$ cat src/rtl/plbp_pkg.sv
// Shared types and constants of the piecewise linear branch predictor.
// No dependencies; imported by the address reduction, the datapath, the controller and the top level.
package plbp_pkg;

  localparam int unsigned ADDR_W    = 64;   // branch address width
  localparam int unsigned THR_W     = 12;   // training threshold width
  localparam int unsigned SUM_OUT_W = 13;   // width of the reported sum
  localparam int unsigned WGT_W     = 8;    // weight width
  localparam int unsigned RED_BITS  = 8;    // address bits reduced per cycle
  localparam int unsigned RED_STEPS = ADDR_W / RED_BITS;

  localparam logic [THR_W-1:0] THR_RESET = 12'd57;

  localparam logic signed [WGT_W-1:0] WGT_MAX = 8'sd127;
  localparam logic signed [WGT_W-1:0] WGT_MIN = -8'sd128;

  // controller -> datapath
  typedef struct packed {
    logic load;      // latch an accepted beat
    logic red_step;  // one address reduction step
    logic base;      // register row offset, clear the sum
    logic rd_sum;    // read a weight for the sum
    logic rd_train;  // read a weight for training
    logic clr_wr;    // write zero during the clearing pass
    logic finish;    // load the result, shift path and history
  } plbp_cmd_t;

  // datapath -> controller
  typedef struct packed {
    logic train;     // sum small or mispredicted
    logic out_busy;  // result register full and not taken
  } plbp_stat_t;

endpackage

$ cat src/rtl/plbp_ctrl.sv
// Sequencer: clearing pass, reduction, sum reads, training, result hand-off.
// Depends on plbp_pkg.
module plbp_ctrl
  import plbp_pkg::*;
#(
  parameter int unsigned HISTORY_LEN = 16,
  parameter int unsigned DEPTH       = 2176,
  parameter int unsigned CNT_W       = 12
) (
  input  logic             clk_i,
  input  logic             rst_ni,
  input  logic             in_valid_i,
  output logic             in_ready_o,
  input  plbp_stat_t       stat_i,
  output plbp_cmd_t        cmd_o,
  output logic [CNT_W-1:0] idx_o
);

  typedef enum logic [3:0] {
    ST_CLEAR,
    ST_IDLE,
    ST_REDUCE,
    ST_BASE,
    ST_SUM,
    ST_SUM_WAIT,
    ST_JUDGE,
    ST_TRAIN,
    ST_TRAIN_WAIT,
    ST_FINISH
  } state_e;

  localparam logic [CNT_W-1:0] CLR_LAST = CNT_W'(DEPTH - 1);
  localparam logic [CNT_W-1:0] POS_LAST = CNT_W'(HISTORY_LEN);
  localparam logic [CNT_W-1:0] RED_LAST = CNT_W'(RED_STEPS - 1);

  state_e           state_q;
  logic [CNT_W-1:0] cnt_q;

  assign in_ready_o = state_q == ST_IDLE;
  assign idx_o      = cnt_q;

  always_comb begin
    cmd_o          = '0;
    cmd_o.load     = (state_q == ST_IDLE) & in_valid_i;
    cmd_o.red_step = state_q == ST_REDUCE;
    cmd_o.base     = state_q == ST_BASE;
    cmd_o.rd_sum   = state_q == ST_SUM;
    cmd_o.rd_train = state_q == ST_TRAIN;
    cmd_o.clr_wr   = state_q == ST_CLEAR;
    cmd_o.finish   = (state_q == ST_FINISH) & ~stat_i.out_busy;
  end

  always_ff @(posedge clk_i or negedge rst_ni) begin
    if (!rst_ni) begin
      state_q <= ST_CLEAR;
      cnt_q   <= '0;
    end else begin
      case (state_q)
        ST_CLEAR: begin
          if (cnt_q == CLR_LAST) begin
            cnt_q   <= '0;
            state_q <= ST_IDLE;
          end else begin
            cnt_q <= cnt_q + CNT_W'(1);
          end
        end
        ST_IDLE: begin
          if (in_valid_i) begin
            cnt_q   <= '0;
            state_q <= ST_REDUCE;
          end
        end
        ST_REDUCE: begin
          if (cnt_q == RED_LAST) begin
            cnt_q   <= '0;
            state_q <= ST_BASE;
          end else begin
            cnt_q <= cnt_q + CNT_W'(1);
          end
        end
        ST_BASE: begin
          state_q <= ST_SUM;
        end
        ST_SUM: begin
          if (cnt_q == POS_LAST) begin
            cnt_q   <= '0;
            state_q <= ST_SUM_WAIT;
          end else begin
            cnt_q <= cnt_q + CNT_W'(1);
          end
        end
        ST_SUM_WAIT: begin
          state_q <= ST_JUDGE;
        end
        ST_JUDGE: begin
          state_q <= stat_i.train ? ST_TRAIN : ST_FINISH;
        end
        ST_TRAIN: begin
          if (cnt_q == POS_LAST) begin
            cnt_q   <= '0;
            state_q <= ST_TRAIN_WAIT;
          end else begin
            cnt_q <= cnt_q + CNT_W'(1);
          end
        end
        ST_TRAIN_WAIT: begin
          state_q <= ST_FINISH;
        end
        ST_FINISH: begin
          if (!stat_i.out_busy) begin
            state_q <= ST_IDLE;
          end
        end
        default: begin
          cnt_q   <= '0;
          state_q <= ST_IDLE;
        end
      endcase
    end
  end

endmodule

$ cat config.mk
export PLATFORM = sky130hd
export DESIGN_NAME = plbp_ctrl
export DESIGN_NICKNAME = d
export VERILOG_FILES = /design/src/rtl/plbp_pkg.sv /design/src/rtl/plbp_ctrl.sv
export SDC_FILE = /design/constraint.sdc
export NUM_CORES = 1
export LEC_CHECK = 0
export BUFFER_PORTS_ARGS = -buffer_cell sky130_fd_sc_hd__buf_2
export CORE_MARGIN = 8
export CORE_UTILIZATION = 25
export DETAILED_ROUTE_END_ITERATION = 16
export PLACE_DENSITY = 0.44
export SYNTH_ARGS = -nofsm -noshare
export SYNTH_HDL_FRONTEND = slang
export SYNTH_SLANG_ARGS = --single-unit
$ cat constraint.sdc
create_clock -name clk_i -period 2.5 [get_ports clk_i]
set_clock_uncertainty 0.05 [all_clocks]
set_input_delay 0.625 -clock clk_i [delete_from_list [all_inputs] [get_ports clk_i]]
set_output_delay 0.625 -clock clk_i [all_outputs]
set_load 0.03 [all_outputs]
; ---- Word-level counts from Yosys, hierarchy flattened
; Index checks and enable logic that the tools add are counted.
[word_totals]
in_bits = 5
register_bits = 16
output_inout_bits = 20
elab_cells = 43
[op_classes]
muxes = 13
n_eq_ne = 18
n_reduce_logical = 5
add_sub_neg = 1
n_bitwise = 4
[op_table]
columns = op, n
row1 = one-hot mux 12 bit (5 select lines), 1
row2 = two-way mux 12 bit, 4
row3 = one-hot mux 4 bit (10 select lines), 1
row4 = two-way mux 4 bit, 7
row5 = equality test 4 x 3 -> 1 bit (second input constant), 4
row6 = adder 12 x 1 -> 12 bit (second input constant), 1
row7 = equality test 12 bit (second input constant), 1
row8 = equality test 12 x 3 -> 1 bit (second input constant), 1
row9 = equality test 12 x 5 -> 1 bit (second input constant), 1
row10 = equality test 4 x 2 -> 1 bit (second input constant), 2
row11 = equality test 4 bit (second input constant), 2
row12 = != test 2 x 1 -> 1 bit (second input constant), 4
row13 = AND reduction 6 bit, 1
row14 = OR reduction 5 bit, 1
row15 = equality test 4 x 1 -> 1 bit (second input constant), 1
row16 = logical NOT 4 bit, 1
row17 = != test 2 bit (second input constant), 2
row18 = bitwise AND 1 bit, 2
row19 = inverter 1 bit, 2
row20 = AND reduction 2 bit, 1
row21 = OR reduction 2 bit, 1

; ---- Longest topological paths before layout
; Gate-level depths: netlist (run 1).
[depth]
word_depth = 4
mapped_depth = 9
mapped_depth_nobuf = 7

; ---- Least setup slack after synthesis (run 1)
; OpenSTA, ideal clock, no wires.
[synth_timing]
kind = register to register
startpoint = register state_q[1]
endpoint = register state_q[0]
t_required_ps = 2325
stages_incl_launch_ff = 8
arrival_time_ps = 2607
n_path_buf = 2
setup_ps = 125
slack_ps = -282
period_less_slack_ps = 2782
path_cell_list = dfrtp_1 -> clkbuf_1 -> nor4_1 -> o41ai_1 -> o211a_1 -> buf_6 -> o211ai_4 -> mux2_4
[synth_rtl]
columns = item, line
row1 = from (decl), plbp_ctrl.sv:36  ; state_e state_q;
row2 = from (signal assigned), plbp_ctrl.sv:96  ; state_q <= stat_i.train ? ST_TRAIN : ST_FINISH;

==> flow_summary.yaml, run 1 <==
synth:
  synth_area_um2: 1090
  syn_inst: 127
  yosys.area.top_type: "dfrtp_1"
  syn_nets: 134
  yosys_warnings: 0
  avgSynthCellArea_um2: 8.61
  netlist.area_leader.share_pct: 36.6
  synthDistinctLibCells: 37
  ys_seq_area_share_pct: 36.6
  synth_seq_cells: 16
  yosys-top-cells-area: "dfrtp_1 37%, a21o_1 4.8%, o21ai_0 4.6%"
detailed_routing:
  drtAntennaViolNets: 0
  wl_per_cell_um: 14.5
  first_iter_violations: 82
  post-route-drc-count: 0
  vias: 1029
  routed_wl_um: 2980
  avgViaCountPerCell: 5.00
  drtPass1Iterations: 2
setup_path:
  r2r_slack_ps: 190
  critPathBufInv: 1
  path_cells: "nor2b_1 > nand2_1 > nor2_1 > buf_2"
  critical_path.max_stage_delay_ps: 630
  crit_end: "cmd_o[6]"
  slowest_stage: "dfrtp_1"
  path_max_fanout: 14
  reg2reg_to: "idx_o[7]"
  startpoint_type: "flip-flop"
  crit_arrival_ps: 1730
  ff2ff_path_depth: 6
  cp.required_ps: 1820
  path_class: "flip-flop to primary output"
  path_depth: 4
  end_kind: "primary output"
  path_delay_family: "simple AND/OR/NAND/NOR gates"
  startpoint: "state_q[0]"
  r2r_start: "idx_o[9]"
final_layout:
  areaGrowthSynthToFinish_pct: 25.4
  fin_util_pct: 31.9
  layout.nets: 163
  layout-drive-gt1-share_pct: 27.3
  num_antenna_cells: 0
clocking:
  path_clk_slew_ps: 70
  cts_htree_levels: 1
  insertion_delay_ps: 250
  cts_buffer_depth: 2
  cts_tree: "yes"
  cts_sinks: 16
  cts_buffers: 3
  clockRootBuffer: "clkbuf_8"
  hold_buffers: 0
power:
  p_int_w: 0.000369
  power_frac_comb_pct: 2.3
  seq_power_share_pct: 55.4
  netSwitchingFraction_pct: 21.2
  vdd_ir_drop_max_uv: 193
  p_per_area_nw_per_um2: 341
  p_sw_w: 0.0000989
  pwr-share-clk_pct: 42.3
  p_leak_nw: 0.671
sta:
  slew_headroom_pct: 65.5
  worstMarginPinSlew_ps: 516
  hold_viol_final: 0
  rsz0062_at_grt: "no"
  finalSetupViolCount: 0
  setup-tns-final_ps: 0
  max_freq_ghz: 0.416
  slew_violations: 0
  finalCritPeriodShare_pct: 96.2
  fin_crit_ps: 2400
hold_path:
  hp-class: "input port to asynchronous set/reset pin"
placed_design:
  numPortBuffers: 24
  place_hpwl_um: 2260
  place_congestion: 0.759
global_routing:
  grt.total_usage_pct: 9.19
  grt_max_degree: 19
  antenna_found_initial: 0
  grt-ovfl-total: 0
  grt_pass1_vias: 1042
  grt_pass1_wl_um: 4890
floorplan:
  core_um2: 4290
  initial_core_util_pct: 25.5
  fp.dieH_um: 82.1
  core.rowCount: 24
  die_width_um: 82.1
  dieArea_um2: 6750
  top_level_ports: 25
run:
  cap_violations: 0
outcome:
  status: "completed"
==> state kept, by name, indices dropped and copies added, names as in the netlist <==
signal and count:
state_q 4, idx_o 12
==> metrics by stage <==
stage	cells	area (um2)	power [W]	worst slack, ps	hold slack, ps
after floorplan	127	1110	0.000265	123	279
after global placement	203	1320	0.000275	236	513
after CTS	206	1360	0.000475	96.9	252
after detailed placement	203	1320	0.000275	174	522
after global routing	206	1370	0.000488	23.4	268
final	206	1370	0.000468	95.8	233
==> cells in the mapped netlist (all sizes together) <==
library cell	n
nor4b	1
and2	1
o211a	1
nand4	2
clkbuf	5
nand2b	4
buf	3
nor2b	3
inv	8
nand2	9
mux2i	1
o211ai	1
nor3	5
xnor2	3
nor2	10
a311o	1
nor4	4
ha	2
dfrtp	16
a21o	7
nand3	3
mux2	2
o21ai	10
a41oi	1
or4	2
a22oi	2
o41ai	2
o22ai	4
or3	1
and3	3
a21oi	4
nor3b	4
xor2	1
o32a	1
==> cell families (layout without fill, tap and decap cells) <==
family	after synthesis	count (layout)	synth area share, %
AO/OA/AOI/OAI	34	34	22.0
XOR/XNOR	4	4	3.20
adder cells (fa/ha/maj)	2	2	2.29
buffers and inverters	16	43	6.52
flip-flops	16	16	36.6
multiplexers	3	3	3.66
AND/OR/NAND/NOR	52	52	25.7
==> area by class of cell <==
type | instances | area [um2]
multi-input cells | 95 | 642
repair buffers | 32 | 193
inverters | 8 | 30.0
fillers | 463 | 2920
flip-flops and latches | 16 | 400
clock buffers | 3 | 41.3
well taps | 52 | 65.1
==> worst min path at each step <==
| stage | startpoint | end | slack [ps] |
|---|---|---|---|
| after floorplan | rst_ni | idx_o[0] | 280 |
| after global placement | rst_ni | idx_o[1] | 510 |
| after detailed placement | rst_ni | idx_o[0] | 520 |
| after CTS | rst_ni | idx_o[0] | 250 |
| after global routing | rst_ni | idx_o[0] | 270 |
| final | rst_ni | idx_o[11] | 230 |
==> power groups by stage <==
stage	Combinational, W	Clock [W]	Sequential, W
after floorplan	0.00000159	0	0.000264
after global placement	0.0000111	0	0.000264
after detailed placement	0.0000115	0	0.000264
after CTS	0.0000116	0.000205	0.000259
after global routing	0.0000129	0.000216	0.000259
final	0.0000109	0.000198	0.000259
==> placed cells by master, fill, tap and decap left out, types with 5 or more instances in the layout <==
cell     count
nor2_1      10
dfrtp_1     16
a21o_1       7
inv_1        8
buf_2       24
buf_4        7
nand2_1      9
o21ai_0     10
nor3_1       5
==> what timing repair did <==
item                                    4_1_cts  5_1_grt
buffers inserted                              0        0
endpoints found under the setup margin        0        1
resized for setup                             0        1
hold endpoints to repair                      0        0
==> metal layers <==
layer,vias up,routed length (um),global-route usage [%]
met2,20,1420,15.2
met5,-,0,0
met3,4,137,1.73
met1,491,1380,11.5
li1,514,-,-
met4,0,41,3.68
Note: power is estimated with default switching activity, not from simulation.
==> run 2: changes to the inputs <==
--- a/config.mk
+++ b/config.mk
@@ -5,7 +5,7 @@
 export SDC_FILE = /design/constraint.sdc
 export NUM_CORES = 1
 export LEC_CHECK = 0
-export BUFFER_PORTS_ARGS = -buffer_cell sky130_fd_sc_hd__buf_2
+export BUFFER_PORTS_ARGS = -buffer_cell sky130_fd_sc_hd__buf_4
 export CORE_MARGIN = 8
 export CORE_UTILIZATION = 25
 export DETAILED_ROUTE_END_ITERATION = 16
==> run 2 against run 1 <==
  * Worst setup slack better by 120 ps
  * Sequential power barely moved
  * Register-to-register slack improved by 30 ps
  * Clock-buffer cell count did not move
  * Critical endpoint is now idx_o[5]
  * Non-clock buffer count unchanged
==> flow_summary.yaml, run 2 (same netlist as run 1, synthesis figures left out) <==
detailed_routing:
  drtAntennaViolNets: 0
  first_iter_violations: 60
  routed_wl_um: 2990
  vias: 1020
  drtPass1Iterations: 4
  post-route-drc-count: 0
  avgViaCountPerCell: 4.95
  wl_per_cell_um: 14.5
floorplan:
  initial_core_util_pct: 25.5
  top_level_ports: 25
  fp.dieH_um: 82.1
  dieArea_um2: 6750
  core_um2: 4290
  die_width_um: 82.1
  core.rowCount: 24
global_routing:
  antenna_found_initial: 0
  grt-ovfl-total: 0
  grt.total_usage_pct: 9.82
  grt_max_degree: 19
  grt_pass1_vias: 1146
  grt_pass1_wl_um: 5270
clocking:
  cts_buffer_depth: 2
  clockRootBuffer: "clkbuf_8"
  post_cts_buffers: 0
  hold_buffers: 0
  cts_sinks: 16
  insertion_delay_ps: 250
  cts_buffers: 3
  cts_htree_levels: 1
  path_clk_slew_ps: 60
  cts_tree: "yes"
final_layout:
  layout_commonest_cell: "buf_4"
  fin_util_pct: 33.2
  num_antenna_cells: 0
  layout-drive-gt1-share_pct: 28.6
  layout_common_cells: "32 x buf_4, 15 x dfrtp_1, 10 x nor2_1, 10 x o21ai_0, 9 x nand2_1"
  fillers: 469
  seqCellArea_um2: 402
  largest_reg_flops: 12
  areaGrowthSynthToFinish_pct: 30.4
  fin_cells: 206
  layout.nets: 163
  multiInputGateArea_um2: 648
setup_path:
  crit_arrival_ps: 2370
  path_max_fanout: 18
  end_kind: "flip-flop"
  cp.required_ps: 2590
  path_class: "flip-flop to flip-flop"
  startpoint_type: "flip-flop"
sta:
  worstMarginPinSlew_ps: 486
  rsz0062_at_grt: "no"
  slew_headroom_pct: 67.5
  fin_crit_ps: 2280
  finalCritPeriodShare_pct: 91.2
  hold_viol_final: 0
  holdWs_ps: 178
  slew_violations: 0
  setup-tns-final_ps: 0
  max_freq_ghz: 0.439
  finalSetupViolCount: 0
hold_path:
  hp-class: "input port to asynchronous set/reset pin"
placed_design:
  dp.cells: 203
  place_congestion: 0.765
  place_hpwl_um: 2240
  numPortBuffers: 24
power:
  p_leak_nw: 0.680
  vdd_ir_drop_max_uv: 134
  total_power_w: 0.000469
  p_per_area_nw_per_um2: 329
outcome:
  status: "completed"
run:
  cap_violations: 0
==> run 2: routing by layer <==
metal	share of wire [%]	routed length (um)	vias up	track usage, %
li1	-	-	515	-
met1	47	1390	475	11.8
met2	46	1380	25	16.5
met3	5.7	169	5	2.16
met4	1.4	41	0	4.21
met5	0	0	-	0
==> run 2: where the power goes <==
part	internal [W]	switching, W	leakage [nW]
logic	0.00000481	0.00000796	0.467
clock network	0.000107	0.0000902	0.0216
registers	0.000259	0	0.191
==> run 2: area by class of cell <==
type / instances / share of cell area, %
flip-flops and latches: 16 / 28.2
inverters: 8 / 2.11
clock buffers: 3 / 2.89
multi-input cells: 95 / 45.4
repair buffers: 32 / 16.8
well taps: 52 / 4.56
==> run 2: final timing paths <==
kind | from | to | slack (ps) | cells after the start
min reg2reg | idx_o[11] | idx_o[11] | 540 | 1
max reg2reg | idx_o[7] | idx_o[5] | 220 | 6
min | rst_ni | idx_o[0] | 180 | 1
min in group clk_i | idx_o[11] | idx_o[11] | 540 | 1
max in group asynchronous | rst_ni | state_q[0] | 2010 | 1
max | idx_o[7] | idx_o[5] | 220 | 6
==> run 2: worst max-delay path: stages (launching register included) <==
cell and delay (ps):
dfrtp_1 380, or4_4 570, o41ai_2 360, o211a_1 260
buf_4 230, o21ai_0 110, a21o_1 200
==> run 2: through the flow <==
stage / worst slack, ps / cell area, um2
after floorplan: 123 / 1110
after global routing: 32.6 / 1430
after CTS: 129 / 1410
after global placement: 186 / 1370
final: 221 / 1430
after detailed placement: 152 / 1370
==> run 2: what timing repair did <==
item                                    4_1_cts  5_1_grt
hold endpoints to repair                      0        0
endpoints found under the setup margin        0        3
resized for setup                             0        3
==> run 3: changes to the inputs <==
--- a/config.mk
+++ b/config.mk
@@ -6,6 +6,7 @@
 export NUM_CORES = 1
 export LEC_CHECK = 0
 export BUFFER_PORTS_ARGS = -buffer_cell sky130_fd_sc_hd__buf_4
+export CORE_ASPECT_RATIO = 2
 export CORE_MARGIN = 8
 export CORE_UTILIZATION = 25
 export DETAILED_ROUTE_END_ITERATION = 16
==> run 3 against run 2 <==
  * Critical path depth unchanged
  * Utilization increased by 0.50 points
  * Power increased by 7.5%
  * Sequential power about the same
  * First-iteration DRC count decreased by 70%
  * Cell count increased by 1.9%
  * Worst hold slack got worse by 5.8 ps
  * Register-to-register slack got worse by 40 ps
  * Via count increased by 1.1%
  * Die area increased by 1.9%
  * Combinational power about the same
  * Wire length increased by 8.9%
==> flow_summary.yaml, run 3 (same netlist as run 1, synthesis figures left out) <==
sta:
  holdWs_ps: 172
  setup-tns-final_ps: 0
  finalSetupViolCount: 0
  hold_viol_final: 0
  max_freq_ghz: 0.432
  finalCritPeriodShare_pct: 92.6
  fin_crit_ps: 2320
  slew_headroom_pct: 66.6
  worstMarginPinSlew_ps: 497
  slew_violations: 0
  rsz0062_at_grt: "no"
clocking:
  cts_buffer_depth: 2
  cts_buffers: 3
  clockRootBuffer: "clkbuf_8"
  post_cts_buffers: 0
  path_clk_slew_ps: 60
  cts_tree: "yes"
  insertion_delay_ps: 250
  cts_sinks: 16
  cts_htree_levels: 1
floorplan:
  core.rowCount: 34
  die_width_um: 62.8
  core_um2: 4300
  initial_core_util_pct: 25.5
  top_level_ports: 25
  dieArea_um2: 6870
  fp.dieH_um: 110
global_routing:
  antenna_found_initial: 0
  grt_pass1_vias: 1067
  grt_max_degree: 19
  grt-ovfl-total: 0
  grt.total_usage_pct: 9.62
  grt_pass1_wl_um: 5320
final_layout:
  fillers: 446
  areaGrowthSynthToFinish_pct: 32.5
  layout_common_cells: "32 x buf_4, 15 x dfrtp_1, 10 x nor2_1, 10 x o21ai_0, 9 x nand2_1"
  num_antenna_cells: 0
  layout-drive-gt1-share_pct: 28.2
  seqCellArea_um2: 402
  multiInputGateArea_um2: 634
  layout.nets: 164
  layout_commonest_cell: "buf_4"
  largest_reg_flops: 12
placed_design:
  place_congestion: 0.778
  place_hpwl_um: 2610
  numPortBuffers: 24
hold_path:
  hp-class: "input port to asynchronous set/reset pin"
outcome:
  status: "completed"
setup_path:
  path_cells: "or4_4 > o41ai_1 > o211a_1 > buf_12 > o21ai_0 > a21o_1"
  cp.required_ps: 2590
  r2r_start: "idx_o[9]"
  end_kind: "flip-flop"
  startpoint_type: "flip-flop"
  ff2ff_path_depth: 6
  crit_arrival_ps: 2410
  path_max_fanout: 18
  r2r_slack_ps: 180
  slowest_stage: "or4_4"
  path_class: "flip-flop to flip-flop"
  reg2reg_to: "idx_o[3]"
  critical_path.max_stage_delay_ps: 520
detailed_routing:
  drtPass1Iterations: 4
  avgViaCountPerCell: 4.91
  drtAntennaViolNets: 0
  vias: 1031
  wl_per_cell_um: 15.5
  routed_wl_um: 3250
  first_iter_violations: 18
  post-route-drc-count: 0
run:
  cap_violations: 0
power:
  p_sw_w: 0.000100
  p_leak_nw: 0.695
  vdd_ir_drop_max_uv: 203
  p_int_w: 0.000403
  netSwitchingFraction_pct: 19.9
  p_per_area_nw_per_um2: 348
  pwr-share-clk_pct: 46.1
  seq_power_share_pct: 51.4
  power_frac_comb_pct: 2.5
[run 3: per-layer routing]
metal  wire [um]  global-route usage [%]
met2        1780                    18.5
met1        1310                    10.0
met4          40                    3.45
met5           0                       0
met3         124                    1.94
[run 3: final cells by class]
class | count | share of cell area (%)
clock buffer | 4 | 3.80
inverter | 8 | 2.07
multi-input combinational | 95 | 43.8
sequential | 16 | 27.7
tap | 54 | 4.66
timing repair buffer | 33 | 18.0
[run 3: worst max-delay path: cells and delay by family (launching register included)]
family                 cells  cell delay, ps
AND/OR/NAND/NOR            1             520
buffers and inverters      1             170
AO/OA/AOI/OAI              4            1030
flip-flops                 1             440
[run 3: how the worst max path moves through the flow]
stage	to	depth (start not counted)	from	slack (ps)
floorplan	state_q[0]	6	idx_o[7]	120
global placement	idx_o[8]	6	idx_o[9]	230
detailed placement	idx_o[8]	6	idx_o[9]	200
CTS	cmd_o[6]	4	state_q[0]	80
global route	idx_o[8]	6	idx_o[9]	20
finish	idx_o[3]	6	idx_o[9]	180
[run 3: stage by stage]
stage | util [%] | cell area, um2 | total power [W] | setup slack, ps | instances
floorplan | - | 1110 | 0.000265 | 123 | 127
global placement | 32.4 | 1390 | 0.000277 | 231 | 206
detailed placement | 32.4 | 1390 | 0.000277 | 198 | 206
CTS | 33.7 | 1450 | 0.000511 | 83.8 | 210
global route | 33.7 | 1450 | 0.000524 | 22.3 | 210
finish | 33.7 | 1450 | 0.000504 | 184 | 210
[run 3: what timing repair did]
item,in CTS,in global routing
setup endpoints to repair,0,1
hold buffers,0,0
gates resized for setup,0,1
[run 3: power by group through the flow]
stage | combinational (W) | clock, W | sequential (W)
3_5_place_dp | 0.0000132 | 0 | 0.000264
2_1_floorplan | 0.00000159 | 0 | 0.000264
6_report | 0.0000126 | 0.000232 | 0.000259
5_1_grt | 0.0000142 | 0.000251 | 0.000259
3_3_place_gp | 0.0000129 | 0 | 0.000264
4_1_cts | 0.0000132 | 0.000239 | 0.000259
